### config.mk
export PLATFORM = sky130hd
export DESIGN_NAME = i2c_master_transaction_engine
export DESIGN_NICKNAME = d
export VERILOG_FILES = /design/src/design/i2cm_pkg.sv /design/src/design/i2cm_queue.sv /design/src/design/i2cm_front.sv /design/src/design/i2cm_back.sv /design/src/design/i2c_master_transaction_engine.sv
export SDC_FILE = /design/constraint.sdc
export NUM_CORES = 1
export LEC_CHECK = 0
export BUFFER_PORTS_ARGS = -buffer_cell sky130_fd_sc_hd__buf_2
export CORE_MARGIN = 2
export CORE_UTILIZATION = 42
export CTS_BUF_LIST = sky130_fd_sc_hd__clkbuf_8 sky130_fd_sc_hd__clkbuf_16
export CTS_CLUSTER_DIAMETER = 150
export DETAILED_ROUTE_END_ITERATION = 16
export HOLD_SLACK_MARGIN = 0.05
export PLACE_DENSITY = 0.7
export SYNTH_ARGS = -nofsm -noshare
export SYNTH_HDL_FRONTEND = slang
export SYNTH_HIERARCHICAL = 1
export SYNTH_SLANG_ARGS = --single-unit
### constraint.sdc
create_clock -name i_clk -period 3.6 [get_ports i_clk]
set_input_delay 0.36 -clock i_clk [delete_from_list [all_inputs] [get_ports i_clk]]
set_output_delay 0.36 -clock i_clk [all_outputs]
set_load 0.005 [all_outputs]
### src/design/i2cm_pkg.sv
package i2cm_pkg;

    localparam int unsigned ACK_TIMEOUT_RESET = 1024;
    localparam int unsigned QUEUE_DEPTH       = 2;

    typedef enum logic [1:0] {
        OP_TICK  = 2'd0,
        OP_WRITE = 2'd1,
        OP_READ  = 2'd2,
        OP_DATA  = 2'd3
    } t_opcode;

    // one classified beat handed from front to back
    typedef struct packed {
        t_opcode    op;
        logic [6:0] dev_addr;
        logic [7:0] sub_addr;
        logic [7:0] length;
        logic       use_reg;
        logic [7:0] data_byte;
        logic       sda_in;
    } t_cmd;

    typedef struct packed {
        logic       scl;
        logic       sda;
        logic [7:0] rx_byte;
        logic       rx_valid;
        logic       want_data;
        logic       done_ok;
        logic       failed;
        logic       busy;
    } t_res;

    localparam int unsigned CMD_W = $bits(t_cmd);
    localparam int unsigned RES_W = $bits(t_res);

endpackage

### src/design/i2cm_queue.sv
module i2cm_queue import i2cm_pkg::*; #(
    parameter int unsigned WIDTH = CMD_W,
    parameter int unsigned DEPTH = QUEUE_DEPTH
) (
    input  logic             i_clk,
    input  logic             i_rst_n,
    input  logic             i_wr_valid,
    output logic             o_wr_ready,
    input  logic [WIDTH-1:0] i_wr_data,
    output logic             o_rd_valid,
    input  logic             i_rd_ready,
    output logic [WIDTH-1:0] o_rd_data
);
    localparam int unsigned AW = (DEPTH > 1) ? $clog2(DEPTH) : 1;

    logic [WIDTH-1:0] r_mem [DEPTH];
    logic [AW-1:0]    r_wp, r_rp;
    logic [AW:0]      r_cnt;
    logic             wr, rd;

    assign o_wr_ready = (r_cnt != AW'(0) + (AW+1)'(DEPTH));
    assign o_rd_valid = (r_cnt != '0);
    assign o_rd_data  = r_mem[r_rp];
    assign wr = i_wr_valid && o_wr_ready;
    assign rd = o_rd_valid && i_rd_ready;

    always_ff @(posedge i_clk) begin
        if (wr) begin
            r_mem[r_wp] <= i_wr_data;
        end
        if (!i_rst_n) begin
            r_wp  <= '0;
            r_rp  <= '0;
            r_cnt <= '0;
        end else begin
            if (wr) begin
                r_wp <= (r_wp == AW'(DEPTH - 1)) ? '0 : r_wp + 1'b1;
            end
            if (rd) begin
                r_rp <= (r_rp == AW'(DEPTH - 1)) ? '0 : r_rp + 1'b1;
            end
            r_cnt <= r_cnt + (AW+1)'(wr) - (AW+1)'(rd);
        end
    end
endmodule

### src/design/i2cm_front.sv
module i2cm_front import i2cm_pkg::*; (
    input  logic        i_clk,
    input  logic        i_rst_n,
    input  logic        i_valid,
    output logic        o_ready,
    input  logic [39:0] i_data,
    output logic        o_valid,
    input  logic        i_ready,
    output t_cmd        o_cmd
);
    // unpack the input beat into named fields
    t_cmd  cmd;
    assign cmd.op        = t_opcode'(i_data[1:0]);
    assign cmd.dev_addr  = i_data[8:2];
    assign cmd.sub_addr  = i_data[16:9];
    assign cmd.length    = i_data[24:17];
    assign cmd.use_reg   = i_data[25];
    assign cmd.data_byte = i_data[33:26];
    assign cmd.sda_in    = i_data[34];

    // register stage in front of the queue
    logic r_valid;
    t_cmd r_cmd;
    assign o_valid = r_valid;
    assign o_cmd   = r_cmd;
    assign o_ready = !r_valid || i_ready;

    always_ff @(posedge i_clk) begin
        if (o_ready) begin
            r_cmd <= cmd;
        end
        if (!i_rst_n) begin
            r_valid <= 1'b0;
        end else if (o_ready) begin
            r_valid <= i_valid;
        end
    end
endmodule

### src/design/i2cm_back.sv
module i2cm_back import i2cm_pkg::*; (
    input  logic        i_clk,
    input  logic        i_rst_n,
    input  logic        i_cfg_we,
    input  logic [15:0] i_cfg_data,
    input  logic        i_valid,
    output logic        o_ready,
    input  t_cmd        i_cmd,
    output logic        o_valid,
    input  logic        i_ready,
    output t_res        o_res
);
    typedef enum logic [2:0] {
        B_IDLE, B_START, B_TX, B_ACK, B_WAIT, B_RX, B_RXACK, B_STOP
    } t_base;
    typedef enum logic [1:0] {
        K_ADDRW, K_REG, K_ADDRR, K_DATA
    } t_kind;

    logic [15:0] r_timeout;
    t_base       r_base, n_base;
    t_kind       r_kind, n_kind;
    logic [1:0]  r_sub, n_sub;
    logic [3:0]  r_bits, n_bits;
    logic [7:0]  r_shift, n_shift, r_left, n_left;
    logic [15:0] r_timer, n_timer;
    logic [6:0]  r_dev, n_dev;
    logic [7:0]  r_reg, n_reg;
    logic [1:0]  r_mode, n_mode;
    logic [8:0]  r_pend, n_pend;
    logic        r_scl, n_scl, r_sda, n_sda;
    logic        r_ovalid;
    t_res        r_res, n_res;
    logic        take;
    logic [15:0] timer_inc;
    logic [7:0]  left_dec;

    assign o_ready = !r_ovalid || i_ready;
    assign take    = i_valid && o_ready;
    assign o_valid = r_ovalid;
    assign o_res   = r_res;
    assign timer_inc = r_timer + 16'd1;
    assign left_dec  = r_left - 8'd1;

    // one bus phase per tick
    always_comb begin
        n_base = r_base; n_kind = r_kind; n_sub = r_sub; n_bits = r_bits;
        n_shift = r_shift; n_left = r_left; n_timer = r_timer; n_dev = r_dev;
        n_reg = r_reg; n_mode = r_mode; n_pend = r_pend;
        n_scl = r_scl; n_sda = r_sda;
        n_res = '0;
        case (i_cmd.op)
            OP_WRITE, OP_READ: begin
                if (r_base == B_IDLE) begin
                    n_dev = i_cmd.dev_addr;
                    n_reg = i_cmd.sub_addr;
                    if (i_cmd.op == OP_READ) begin
                        n_mode = {i_cmd.use_reg, 1'b1};
                        n_left = (i_cmd.length == 8'd0) ? 8'd1 : i_cmd.length;
                    end else begin
                        n_mode = 2'b00;
                        n_left = i_cmd.length;
                    end
                    n_pend = '0;
                    n_base = B_START; n_kind = K_ADDRW; n_sub = 2'd1;
                end
            end
            OP_DATA: begin
                if (r_base == B_WAIT && !r_pend[8]) begin
                    n_pend = {1'b1, i_cmd.data_byte};
                end
            end
            default: begin
                case (r_base)
                    B_START: begin
                        case (r_sub)
                            2'd0: begin n_scl = 1'b0; n_sda = 1'b1; n_sub = 2'd1; end
                            2'd1: begin n_scl = 1'b1; n_sda = 1'b1; n_sub = 2'd2; end
                            2'd2: begin n_scl = 1'b1; n_sda = 1'b0; n_sub = 2'd3; end
                            default: begin
                                n_scl = 1'b0; n_sda = 1'b0;
                                n_base = B_TX; n_sub = 2'd0; n_bits = '0;
                                if (r_kind == K_REG || r_mode == 2'b01) begin
                                    n_kind = K_ADDRR; n_shift = {r_dev, 1'b1};
                                end else begin
                                    n_kind = K_ADDRW; n_shift = {r_dev, 1'b0};
                                end
                            end
                        endcase
                    end
                    B_TX: begin
                        n_sda = r_shift[7];
                        if (r_sub == 2'd0) begin
                            n_scl = 1'b0; n_sub = 2'd1;
                        end else begin
                            n_scl = 1'b1;
                            n_shift = {r_shift[6:0], 1'b0};
                            n_bits = r_bits + 4'd1;
                            if (r_bits >= 4'd7) begin
                                n_base = B_ACK; n_sub = 2'd0; n_timer = '0;
                            end else begin
                                n_sub = 2'd0;
                            end
                        end
                    end
                    B_ACK: begin
                        n_sda = 1'b1;
                        if (r_sub == 2'd0) begin
                            n_scl = 1'b0; n_sub = 2'd1;
                        end else begin
                            n_scl = 1'b1;
                            if (!i_cmd.sda_in) begin
                                n_sub = 2'd0;
                                case (r_kind)
                                    K_ADDRW: begin
                                        n_base = B_TX; n_kind = K_REG;
                                        n_shift = r_reg; n_bits = '0;
                                    end
                                    K_REG: begin
                                        n_kind = K_ADDRW;
                                        if (r_mode[0]) begin
                                            n_base = B_START; n_kind = K_REG;
                                        end else if (r_left != 8'd0) begin
                                            n_base = B_WAIT; n_kind = K_DATA;
                                        end else begin
                                            n_base = B_STOP;
                                        end
                                    end
                                    K_ADDRR: begin
                                        n_base = B_RX; n_kind = K_ADDRW;
                                        n_shift = '0; n_bits = '0;
                                    end
                                    default: begin
                                        n_left = left_dec;
                                        if (left_dec != 8'd0) begin
                                            n_base = B_WAIT; n_kind = K_DATA;
                                        end else begin
                                            n_base = B_STOP; n_kind = K_ADDRW;
                                        end
                                    end
                                endcase
                            end else begin
                                n_timer = timer_inc;
                                if (timer_inc == r_timeout) begin
                                    n_base = B_STOP; n_kind = K_REG; n_sub = 2'd0;
                                end
                            end
                        end
                    end
                    B_WAIT: begin
                        if (r_pend[8]) begin
                            n_shift = r_pend[7:0]; n_pend = '0; n_bits = '0;
                            n_scl = 1'b0; n_sda = r_pend[7];
                            n_base = B_TX; n_kind = K_DATA; n_sub = 2'd1;
                        end
                    end
                    B_RX: begin
                        n_sda = 1'b1;
                        if (r_sub == 2'd0) begin
                            n_scl = 1'b0; n_sub = 2'd1;
                        end else begin
                            n_scl = 1'b1;
                            n_shift = {r_shift[6:0], i_cmd.sda_in};
                            n_bits = r_bits + 4'd1;
                            n_sub = 2'd0;
                            if (r_bits >= 4'd7) begin
                                n_res.rx_byte = {r_shift[6:0], i_cmd.sda_in};
                                n_res.rx_valid = 1'b1;
                                n_base = B_RXACK; n_kind = K_ADDRW;
                            end
                        end
                    end
                    B_RXACK: begin
                        n_sda = (r_left <= 8'd1);
                        if (r_sub == 2'd0) begin
                            n_scl = 1'b0; n_sub = 2'd1;
                        end else begin
                            n_scl = 1'b1; n_left = left_dec;
                            n_sub = 2'd0; n_kind = K_ADDRW;
                            if (left_dec == 8'd0) begin
                                n_base = B_STOP;
                            end else begin
                                n_base = B_RX; n_shift = '0; n_bits = '0;
                            end
                        end
                    end
                    B_STOP: begin
                        case (r_sub)
                            2'd0: begin n_scl = 1'b0; n_sda = 1'b0; n_sub = 2'd1; end
                            2'd1: begin n_scl = 1'b1; n_sda = 1'b0; n_sub = 2'd2; end
                            default: begin
                                n_scl = 1'b1; n_sda = 1'b1;
                                n_res.failed  = r_kind[0];
                                n_res.done_ok = !r_kind[0];
                                n_base = B_IDLE; n_kind = K_ADDRW; n_sub = 2'd0;
                            end
                        endcase
                    end
                    default: begin
                        n_scl = 1'b1; n_sda = 1'b1;
                    end
                endcase
            end
        endcase
        n_res.scl = n_scl;
        n_res.sda = n_sda;
        n_res.want_data = (n_base == B_WAIT) && !n_pend[8];
        n_res.busy = (n_base != B_IDLE);
    end

    always_ff @(posedge i_clk) begin
        if (take) begin
            r_res <= n_res;
        end
        if (!i_rst_n) begin
            r_timeout <= 16'(ACK_TIMEOUT_RESET);
            r_base <= B_IDLE; r_kind <= K_ADDRW; r_sub <= '0; r_bits <= '0;
            r_shift <= '0; r_left <= '0; r_timer <= '0; r_dev <= '0;
            r_reg <= '0; r_mode <= '0; r_pend <= '0;
            r_scl <= 1'b1; r_sda <= 1'b1; r_ovalid <= 1'b0;
        end else begin
            if (i_cfg_we) begin
                r_timeout <= i_cfg_data;
            end
            if (take) begin
                r_base <= n_base; r_kind <= n_kind; r_sub <= n_sub;
                r_bits <= n_bits; r_shift <= n_shift; r_left <= n_left;
                r_timer <= n_timer; r_dev <= n_dev; r_reg <= n_reg;
                r_mode <= n_mode; r_pend <= n_pend;
                r_scl <= n_scl; r_sda <= n_sda;
            end
            if (o_ready) begin
                r_ovalid <= take;
            end
        end
    end
endmodule

### src/design/i2c_master_transaction_engine.sv
// channel | dir | tdata fields (low bit up)                                      | tuser
// s_axis  | in  | opcode, dev_addr, sub_addr, length, use_reg, data_byte, sda_in | -
// m_axis  | out | scl_level, sda_level, rx_byte, rx_valid, want_data, done_ok,   | -
//         |     | failed, busy_res                                               |
// cfg     | in  | ack_timeout (16 bit), write enable                             | -
// One beat in and one result beat out per clock while m_axis accepts; a result beat
// passes the input register, the queue and the result register before it is valid.
// The bus sequencer in the back end handles one beat per cycle while m_axis
// does not stall it. Synchronous active-low reset returns to idle with both
// lines released. Back pressure on m_axis stalls the sequencer; the queue and
// input register absorb it so s_axis stalls only when they fill.
module i2c_master_transaction_engine import i2cm_pkg::*; #(
    parameter int unsigned QDEPTH = QUEUE_DEPTH
) (
    input  logic        i_clk,
    input  logic        i_rst_n,
    input  logic        i_cfg_we,
    input  logic [15:0] i_cfg_data,
    input  logic        s_axis_tvalid,
    output logic        s_axis_tready,
    input  logic [39:0] s_axis_tdata,   // opcode, dev_addr, sub_addr, length, use_reg, data_byte, sda_in
    output logic        m_axis_tvalid,
    input  logic        m_axis_tready,
    output logic [15:0] m_axis_tdata    // scl, sda, rx_byte, rx_valid, want_data, done_ok, failed, busy
);
    logic fr_valid, fr_ready, q_valid, q_ready;
    t_cmd fr_cmd, q_cmd;
    logic [CMD_W-1:0] q_raw;
    t_res res;

    i2cm_front u_front (
        .i_clk, .i_rst_n,
        .i_valid(s_axis_tvalid), .o_ready(s_axis_tready), .i_data(s_axis_tdata),
        .o_valid(fr_valid), .i_ready(fr_ready), .o_cmd(fr_cmd)
    );

    i2cm_queue #(.WIDTH(CMD_W), .DEPTH(QDEPTH)) u_queue (
        .i_clk, .i_rst_n,
        .i_wr_valid(fr_valid), .o_wr_ready(fr_ready), .i_wr_data(fr_cmd),
        .o_rd_valid(q_valid), .i_rd_ready(q_ready), .o_rd_data(q_raw)
    );
    assign q_cmd = t_cmd'(q_raw);

    i2cm_back u_back (
        .i_clk, .i_rst_n, .i_cfg_we, .i_cfg_data,
        .i_valid(q_valid), .o_ready(q_ready), .i_cmd(q_cmd),
        .o_valid(m_axis_tvalid), .i_ready(m_axis_tready), .o_res(res)
    );

    assign m_axis_tdata = {1'b0, res.busy, res.failed, res.done_ok, res.want_data,
                           res.rx_valid, res.rx_byte, res.sda, res.scl};
endmodule

==> results of run 1 <==
## worst max-delay path, stage by stage (launching register included)
cell	delay, ns
dfxtp_1	0.34
buf_4	0.23
mux2_2	0.40
inv_1	0.09
ha_1	0.36
buf_4	0.28
o32ai_1	0.34
nand2_1	0.35
or2_2	0.40
a21oi_1	0.13
## worst min-delay path by stage
stage                           start                   end  slack, ns  depth (start not counted)
floorplan            u_front/o_cmd[0]   u_queue/r_mem[0][0]       0.42                          0
global route            s_axis_tvalid       u_front/o_valid       0.06                          3
global placement    u_front/o_cmd[28]  u_queue/r_mem[0][28]       0.42                          0
CTS                     s_axis_tvalid       u_front/o_valid       0.06                          3
detailed placement  u_front/o_cmd[24]  u_queue/r_mem[0][24]       0.43                          0
finish                 i_cfg_data[10]  u_back/r_timeout[10]       0.08                          3
## per-layer routing
layer / global-route usage (%) / up-vias / routed length [um]
met5: 0 / - / 0
met4: 5.15 / 0 / 512
met3: 2.98 / 37 / 1310
met2: 31.2 / 256 / 10800
met1: 22.4 / 3478 / 9450
li1: - / 3633 / -
## stage by stage
| stage | utilization [%] | power (uW) | hold slack [ns] |
|---|---|---|---|
| floorplan | - | 4790 | 0.421 |
| global placement | 45.4 | 5430 | 0.422 |
| detailed placement | 45.4 | 5440 | 0.430 |
| CTS | 50.1 | 7840 | 0.0569 |
| global route | 50.1 | 8230 | 0.0581 |
| finish | 50.1 | 7800 | 0.0769 |
## final cells by class
class,instances,area (sq um),share of cell area [%]
sequential,214,5490,46.9
multi-input combinational,641,4110,35.1
clock buffer,23,576,4.92
clock inverter,18,181,1.55
tap,319,399,3.41
inverter,19,71.3,0.610
timing repair buffer,128,868,7.43
## cells by family after synthesis
group | share of synthesized area (%)
buffers and inverters | 3.56
xor gates and xnor gates | 2.16
other | 0.0377
DFF | 55.1
adders and majority gates | 1.86
AOI/OAI and AO/OA | 14.9
and+or+nand+nor | 16.3
muxes | 6.08
## synthesized netlist by cell type, types with 5 or more instances
library cell | count | area share, %
edfxtp_1 | 120 | 36
mux2_2 | 25 | 2.8
a22o_1 | 9 | 0.79
and3_1 | 10 | 0.63
nand3_1 | 27 | 1.4
nor2b_1 | 6 | 0.38
clkbuf_1 | 38 | 1.4
or4_1 | 8 | 0.60
and2_1 | 16 | 1.0
nand4_1 | 9 | 0.57
xor2_1 | 9 | 0.79
buf_6 | 6 | 0.68
o21ai_0 | 33 | 1.7
nor4_1 | 12 | 0.75
o32ai_1 | 5 | 0.44
or2_2 | 7 | 0.44
a211oi_1 | 9 | 0.68
buf_2 | 7 | 0.35
inv_1 | 17 | 0.64
mux2_1 | 10 | 1.1
a21oi_1 | 88 | 4.4
mux2i_1 | 21 | 2.1
dfxtp_1 | 94 | 19
ha_1 | 14 | 1.8
nand2_1 | 87 | 3.3
or3_1 | 8 | 0.50
xnor2_1 | 13 | 1.1
a22oi_1 | 16 | 1.2
nand2b_1 | 8 | 0.50
nor2_1 | 77 | 2.9
a21o_1 | 11 | 0.83
nor3_1 | 24 | 1.2
## power by group through the flow
stage                     combinational, uW  sequential (uW)  clock, uW
final                                  2290             3170       2350
after global routing                   2530             3200       2500
after CTS                              2270             3170       2400
after detailed placement               2230             3210          0
after global placement                 2220             3210          0
after floorplan                        1660             3130          0
## what timing repair did
item                                   4_1_cts  5_1_grt
endpoints found under the hold margin       35        0
setup buffers                                0        0
hold buffers                                35        0
==> results.ini, run 1 <==
[drt]
avgViaCountPerCell=5.44
drt_iter0_markers=569
routed_wirelength_um=22000
vias=7404
drc=0
ant_nets=0
wl_per_cell_um=16.2
dr.pass1.iters=5

[run]
cap_violations=0

[floorplan]
core_region_area_sq_um=23300
fp.dieH_um=158
ios=79
start_util_pct=42.6
die_w_um=158
die_area_sq_um=24900
row_count=56

[run_status]
outcome=complete, no violations

[worst_setup_path]
crit_type=register to register
regToRegEndpoint=u_back/r_left[5]
cp.arrival_ns=3.45
required_ns=4.05
cp_max_fo=24
endpoint_kind=register
rr_worst_depth=9
crit_end=u_back/r_left[5]
reg2reg_slack_ns=0.60
startpoint_type=register

[sta]
fmax_mhz=333
rsz0062_at_grt=false
max-slew-margin-rel_pct=53.0
clock_skew_ns=0.0106
setup_ws_ns=0.599
period_minus_slack_ns=3.00
max_slew.worst_pin.slew_ns=0.703
hold_viol_final=0
fin_crit_sh_pct=83.4
finalSetupTns_ns=0
drv_slew=0
setup_viol=0

[synthesis]
synth_cells=933
synth_cell_types=87
synth_nets=1008
synthFlopType=edfxtp_1
seq_area_frac_synth_pct=55.1
syn_area_sq_um=9950
ys_ff_latch=214
synth_area_per_cell_sq_um=10.7
async_flop_share_pct=0
synth-edff-count=120
ys_warn_count=6

[global_route]
grt_pass1_vias=7016
antenna_found_initial=0
grt.overflow.total=0
track_usage_pct=17.7
grt_pass1_wl_um=35500
grt_max_degree=51

[pwr]
power_density_nw_per_um2=667
p_sw_share_pct=33.5
switchingPower_uw=2610
p_leak_uw=0.00426
power_frac_seq_pct=40.6
combPwrFrac_pct=29.3
p_clk_share_pct=30.1
ir_worst_vdd_uv=406
cellInternalPower_uw=5190

[clock_network]
numClockSinks=214
cts.repair.resized=0
clock_latency_ns=0.52
htreeDepth=1
cts_made_buffers=23
clk_pin_slew_ns=0.06
cts_max_path_buffers=3
root_buffer=clkbuf_16
cts_tree=yes

[final_layout]
fillers=2125
mostFrequentLayoutCell=edfxtp_1
mostFrequentLayoutCells=edfxtp_1 (120), dfxtp_1 (94), a21oi_1 (88)
num_antenna_cells=0
regMostFlops=u_queue/r_mem
fin_nets=1102
largest_register_ffs=70
drive_gt1_share_pct=16.7
final_cells=1362
design_area_sq_um=11700
layout-area-overhead-vs-synth_pct=17.5

[placement]
portBuffers=72
placed_area_sq_um=10600
dp_slack_ns=0.649
hpwlAfterDp_um=14700
place_inst=1286
gp_congestion=0.921

[min_path]
hold_class=primary input to register

(Power assumes the default switching activity.)
==> run 2: changes to the inputs <==
--- a/config.mk
+++ b/config.mk
@@ -5,6 +5,7 @@
 export SDC_FILE = /design/constraint.sdc
 export NUM_CORES = 1
 export LEC_CHECK = 0
+export ABC_AREA = 1
 export BUFFER_PORTS_ARGS = -buffer_cell sky130_fd_sc_hd__buf_2
 export CORE_MARGIN = 2
 export CORE_UTILIZATION = 42
@@ -12,7 +13,7 @@
 export CTS_CLUSTER_DIAMETER = 150
 export DETAILED_ROUTE_END_ITERATION = 16
 export HOLD_SLACK_MARGIN = 0.05
-export PLACE_DENSITY = 0.7
+export PLACE_DENSITY = 0.73
 export SYNTH_ARGS = -nofsm -noshare
 export SYNTH_HDL_FRONTEND = slang
 export SYNTH_HIERARCHICAL = 1
==> constraint.sdc (replaced) <==
create_clock -name i_clk -period 2.4 [get_ports i_clk]
set_input_delay 0.24 -clock i_clk [delete_from_list [all_inputs] [get_ports i_clk]]
set_output_delay 0.24 -clock i_clk [all_outputs]
set_load 0.005 [all_outputs]
==> run 2 against run 1 <==
Effect of this change: clock-buffer cell count grew 2; sequential share of layout area shrank 2.2 points; worst hold slack worse by 0.020 ns; clock skew rose by 0.0015 ns; core utilization rose by 2.7 points; first-iteration DRC count is 11% lower; sequential cell count is the same; total power rose by 76%; global-route usage shrank 0.12 points; via count grew 3.9%; critical path type unchanged; largest cell class unchanged.
==> results.ini, run 2 <==
[final_layout]
largest_register_ffs=70
regMostFlops=u_queue/r_mem
drive_gt1_share_pct=19.9
fin_nets=1288
mostFrequentLayoutCells=nand2_1 (193), nor2_1 (123), edfxtp_1 (120)
mostFrequentLayoutCell=nand2_1
layout-area-overhead-vs-synth_pct=24.8
fillers=2065
num_antenna_cells=0

[worst_setup_path]
crit_type=register to register
cp.arrival_ns=2.75
endpoint_kind=register
required_ns=2.81
cp_max_fo=7
startpoint_type=register

[synthesis]
synth_cells=1060
synth_nets=1135
async_flop_share_pct=0
synth_cell_types=46
synth.most_common_cell=nand2_1
ys_ff_latch=214
ys_top_cells_by_area=edfxtp_1 (37%), dfxtp_1 (19%), nand2_1 (7.6%)
syn_area_sq_um=9840
seq_area_frac_synth_pct=55.7
synth_top_area_share_pct=36.6
synthFlopType=edfxtp_1
ys_warn_count=6
synth_area_leader_cell=edfxtp_1
synthTopCellsByCount=nand2_1 (198), nor2_1 (134), edfxtp_1 (120)
synth_area_per_cell_sq_um=9.28
synth-edff-count=120

[sta]
max_slew.worst_pin.slew_ns=0.632
clock_skew_ns=0.0121
finalSetupTns_ns=0
setup_ws_ns=0.0599
rsz0062_at_grt=true
drv_slew=0
fin_crit_sh_pct=97.5
fmax_mhz=427
hold_slack_ns=0.0569
hold_viol_final=0
setup_viol=0
period_minus_slack_ns=2.34
max-slew-margin-rel_pct=57.7

[run_status]
outcome=complete, no violations

[clock_network]
cts_made_buffers=24
cts_max_path_buffers=3
clock_latency_ns=0.52
root_buffer=clkbuf_16
clk_pin_slew_ns=0.06
numClockSinks=214
htreeDepth=1
cts_tree=yes

[pwr]
ir_worst_vdd_uv=630
p_leak_uw=0.00498
finalPower_uw=13800
power_density_nw_per_um2=1120

[global_route]
antenna_found_initial=0
grt_pass1_vias=7233
grt_pass1_wl_um=35000
track_usage_pct=17.6
grt.overflow.total=0
grt_max_degree=51

[floorplan]
core_region_area_sq_um=23300
die_w_um=157
row_count=56
ios=79
die_area_sq_um=24700
start_util_pct=42.3
fp.dieH_um=157

[drt]
wl_per_cell_um=14.2
avgViaCountPerCell=4.97
ant_nets=0
dr.pass1.iters=5
vias=7696
drc=0
routed_wirelength_um=22100
drt_iter0_markers=506

[run]
cap_violations=0

[placement]
hpwlAfterDp_um=14700
gp_congestion=0.909
dp_slack_ns=0.0533
portBuffers=72

[min_path]
hold_class=primary input to register

==> run 2: cell types whose count changed in the layout (fill, tap and decap cells not counted), moves of 16 or more <==
cell           delta
and2_1           -16
o21ai_0          +51
a21oi_1          -20
nor2_1           +46
nor3_1           -17
mux2_4           +30
nand3_1          +31
inv_1            +87
nand2_1         +106
mux2i_1          -21
mux2_2           -20
dlygate4sd3_1    +17
==> run 2: worst max-delay path: stages (launching register included) <==
cell	delay [ns]
dfxtp_4	0.38
mux2_4	0.32
inv_1	0.09
ha_2	0.33
a21oi_1	0.23
inv_1	0.11
nor2_2	0.14
nand2_1	0.12
a221oi_2	0.25
nand2_1	0.12
nor2_1	0.10
nor2_1	0.05
==> run 2: layout make-up <==
| cell class | instances | area, sq um | share of cell area, % |
|---|---|---|---|
| Tap cell | 319 | 399 | 3.25 |
| Clock inverter | 19 | 290 | 2.36 |
| Inverter | 118 | 449 | 3.66 |
| Sequential cell | 214 | 5490 | 44.7 |
| Multi-Input combinational cell | 695 | 3860 | 31.4 |
| Timing Repair Buffer | 160 | 1180 | 9.61 |
| Clock buffer | 25 | 614 | 5.00 |
==> run 2: path summary, 6_finish.rpt <==
check / start / end / slack, ns / cells after the start
setup reg to reg: register / u_back/r_kind[0] / 0.06 / 11
setup / recovery: register / u_back/r_kind[0] / 0.06 / 11
hold reg to reg: u_front/o_cmd[8] / u_queue/r_mem[1][8] / 0.44 / 0
hold / removal: m_axis_tready / u_back/o_valid / 0.06 / 4
==> run 2: layer usage <==
| metal | vias to the layer above | track usage (%) | routed length, um |
|---|---|---|---|
| met1 | 3565 | 23.2 | 10000 |
| met4 | 0 | 4.55 | 394 |
| met5 | - | 0 | 0 |
| li1 | 3900 | - | - |
| met2 | 194 | 30.2 | 10500 |
| met3 | 37 | 3.00 | 1130 |
==> run 2: timing repair <==
item	CTS	global route
setup buffers	0	6
hold buffers	52	0
resized for setup	0	37
hold endpoints to repair	50	0
setup endpoints to repair	0	31
==> run 2: through the flow <==
step / util (%) / instances / instance area [sq um]
2_1_floorplan: - / 1060 / 9860
4_1_cts: 52.0 / 1544 / 12100
3_3_place_gp: 45.9 / 1448 / 10700
6_report: 52.8 / 1550 / 12300
3_5_place_dp: 45.9 / 1448 / 10700
5_1_grt: 52.8 / 1550 / 12300
==> run 2: logic make-up (layout without fill, tap and decap cells) <==
family / after synthesis / in the layout / share of synthesized area (%)
simple gates: 442 / 442 / 19.2
flops: 214 / 214 / 55.7
compound gates: 196 / 196 / 11.0
buf+inv: 151 / 322 / 6.47
mux: 35 / 35 / 5.15
fa+ha+maj: 14 / 14 / 1.78
xor+xnor: 7 / 7 / 0.623
other cells: 1 / 1 / 0.0381
==> run 2: where the power goes <==
part           switching [uW]  internal (uW)
clock network            1480           2620
registers                 407           4660
logic                    2770           1810
==> run 3: changes to the inputs <==
--- a/config.mk
+++ b/config.mk
@@ -6,6 +6,7 @@
 export NUM_CORES = 1
 export LEC_CHECK = 0
 export ABC_AREA = 1
+export ABC_CLOCK_PERIOD_IN_PS = 2400
 export BUFFER_PORTS_ARGS = -buffer_cell sky130_fd_sc_hd__buf_2
 export CORE_MARGIN = 2
 export CORE_UTILIZATION = 42
==> constraint.sdc (replaced) <==
create_clock -name i_clk -period 2.4 [get_ports i_clk]
set_input_delay 0.48 -clock i_clk [delete_from_list [all_inputs] [get_ports i_clk]]
set_output_delay 0.48 -clock i_clk [all_outputs]
set_load 0.005 [all_outputs]
==> run 3 against run 2 <==
Effect of this change: cell count decreased by 3.4%; global-route usage is 0.35 points lower; clock skew is essentially flat; non-clock buffer count shrank 51; core utilization down 2.9 points.
==> results.ini, run 3 (synthesis results as in run 2) <==
[floorplan]
die_area_sq_um=24700
core_region_area_sq_um=23300
ios=79
row_count=56
die_w_um=157
fp.dieH_um=157
start_util_pct=42.3

[sta]
fin_crit_sh_pct=95.2
hold_slack_ns=0.125
setup_ws_ns=0.116
period_minus_slack_ns=2.28
hold_viol_final=0
setup_viol=0
max-slew-margin-rel_pct=48.7
max_slew.worst_pin.slew_ns=0.764
drv_slew=0
fmax_mhz=438
clock_skew_ns=0.0121

[worst_setup_path]
endpoint_kind=register
cp_max_fo=9
cp.arrival_ns=2.64
startpoint_type=register
required_ns=2.75
crit_type=register to register

[final_layout]
regMostFlops=u_queue/r_mem
layout-area-overhead-vs-synth_pct=18.0
drive_gt1_share_pct=19.8
num_antenna_cells=0
mostFrequentLayoutCells=nand2_1 (195), nor2_1 (127), edfxtp_1 (120)
largest_register_ffs=70
fin_nets=1236
mostFrequentLayoutCell=nand2_1

[clock_network]
cts_made_buffers=23
root_buffer=clkbuf_16
clk_pin_slew_ns=0.06
cts_tree=yes
cts_max_path_buffers=3
clock_latency_ns=0.53
numClockSinks=214
htreeDepth=1

[global_route]
grt_max_degree=67
track_usage_pct=17.3
grt_pass1_wl_um=34500
grt_pass1_vias=7130
grt.overflow.total=0
antenna_found_initial=0

[pwr]
power_density_nw_per_um2=1130
p_leak_uw=0.00472
ir_worst_vdd_uv=721
finalPower_uw=13100

[drt]
avgViaCountPerCell=5.03
drc=0
vias=7529
wl_per_cell_um=14.2
ant_nets=0
drt_iter0_markers=604
dr.pass1.iters=5
routed_wirelength_um=21200

[run_status]
outcome=complete, no violations

[placement]
hpwlAfterDp_um=15000
gp_congestion=0.886
portBuffers=72
dp_slack_ns=0.0153

[min_path]
hold_class=primary input to register

[run]
cap_violations=0

run 3: cell count changes in the layout (fill, tap and decap cells not counted), sizes merged:
cell         before  now
dlygate4sd3      52    0
bufinv            7    2
inv             118  122
clkbuf           25   28
clkinvlp          4    1
buf             108  109
clkinv            8    7
run 3: power by group:
part           total [uW]  internal (uW)  switching, uW
logic                4430           1710           2720
registers            5070           4670            406
clock network        3560           2130           1430
run 3: per-stage QoR:
step           cell area [sq um]  TNS, ns  std cells  utilization, %
6_report                   11600        0       1497            49.9
5_1_grt                    11600  -0.0175       1497            49.9
4_1_cts                    11500        0       1494            49.3
3_5_place_dp               10700        0       1452            45.9
3_3_place_gp               10700        0       1452            45.9
2_1_floorplan               9860   -0.193       1060               -
run 3: cell type report:
type / instances / area [sq um]
Clock buffer: 28 / 644
Clock inverter: 14 / 131
Fill cell: 2148 / 11700
Inverter: 118 / 449
Multi-Input combinational cell: 695 / 3840
Sequential cell: 214 / 5500
Tap cell: 319 / 399
Timing Repair Buffer: 109 / 651
run 3: critical path, stage by stage, from the launching register on:
cell and delay, ns:
dfxtp_4 0.39, mux2_4 0.32, ha_1 0.32, nor3_1 0.49
nand2_1 0.35, nor2_1 0.23
run 3: what timing repair did:
item	CTS	global route
gates resized for setup	1	34
hold buffers	0	0
pin swaps	0	1
endpoints found under the setup margin	1	49
setup buffers	0	3
run 3: routing by layer:
layer	GRT usage, %	wire length, um	vias to the layer above
met3	2.86	1240	47
met2	29.5	10000	214
met5	0	0	-
met4	4.81	617	0
met1	22.7	9370	3467
li1	-	-	3801
run 3: final timing paths:
check | endpoint | startpoint | slack, ns | depth (start not counted)
max | u_back/o_res[5] | register | 0.12 | 5
min | u_front/o_cmd[21] | s_axis_tdata[12] | 0.13 | 1
max reg2reg | u_back/o_res[5] | register | 0.12 | 5
min reg2reg | u_queue/r_mem[0][12] | u_front/o_cmd[12] | 0.44 | 0
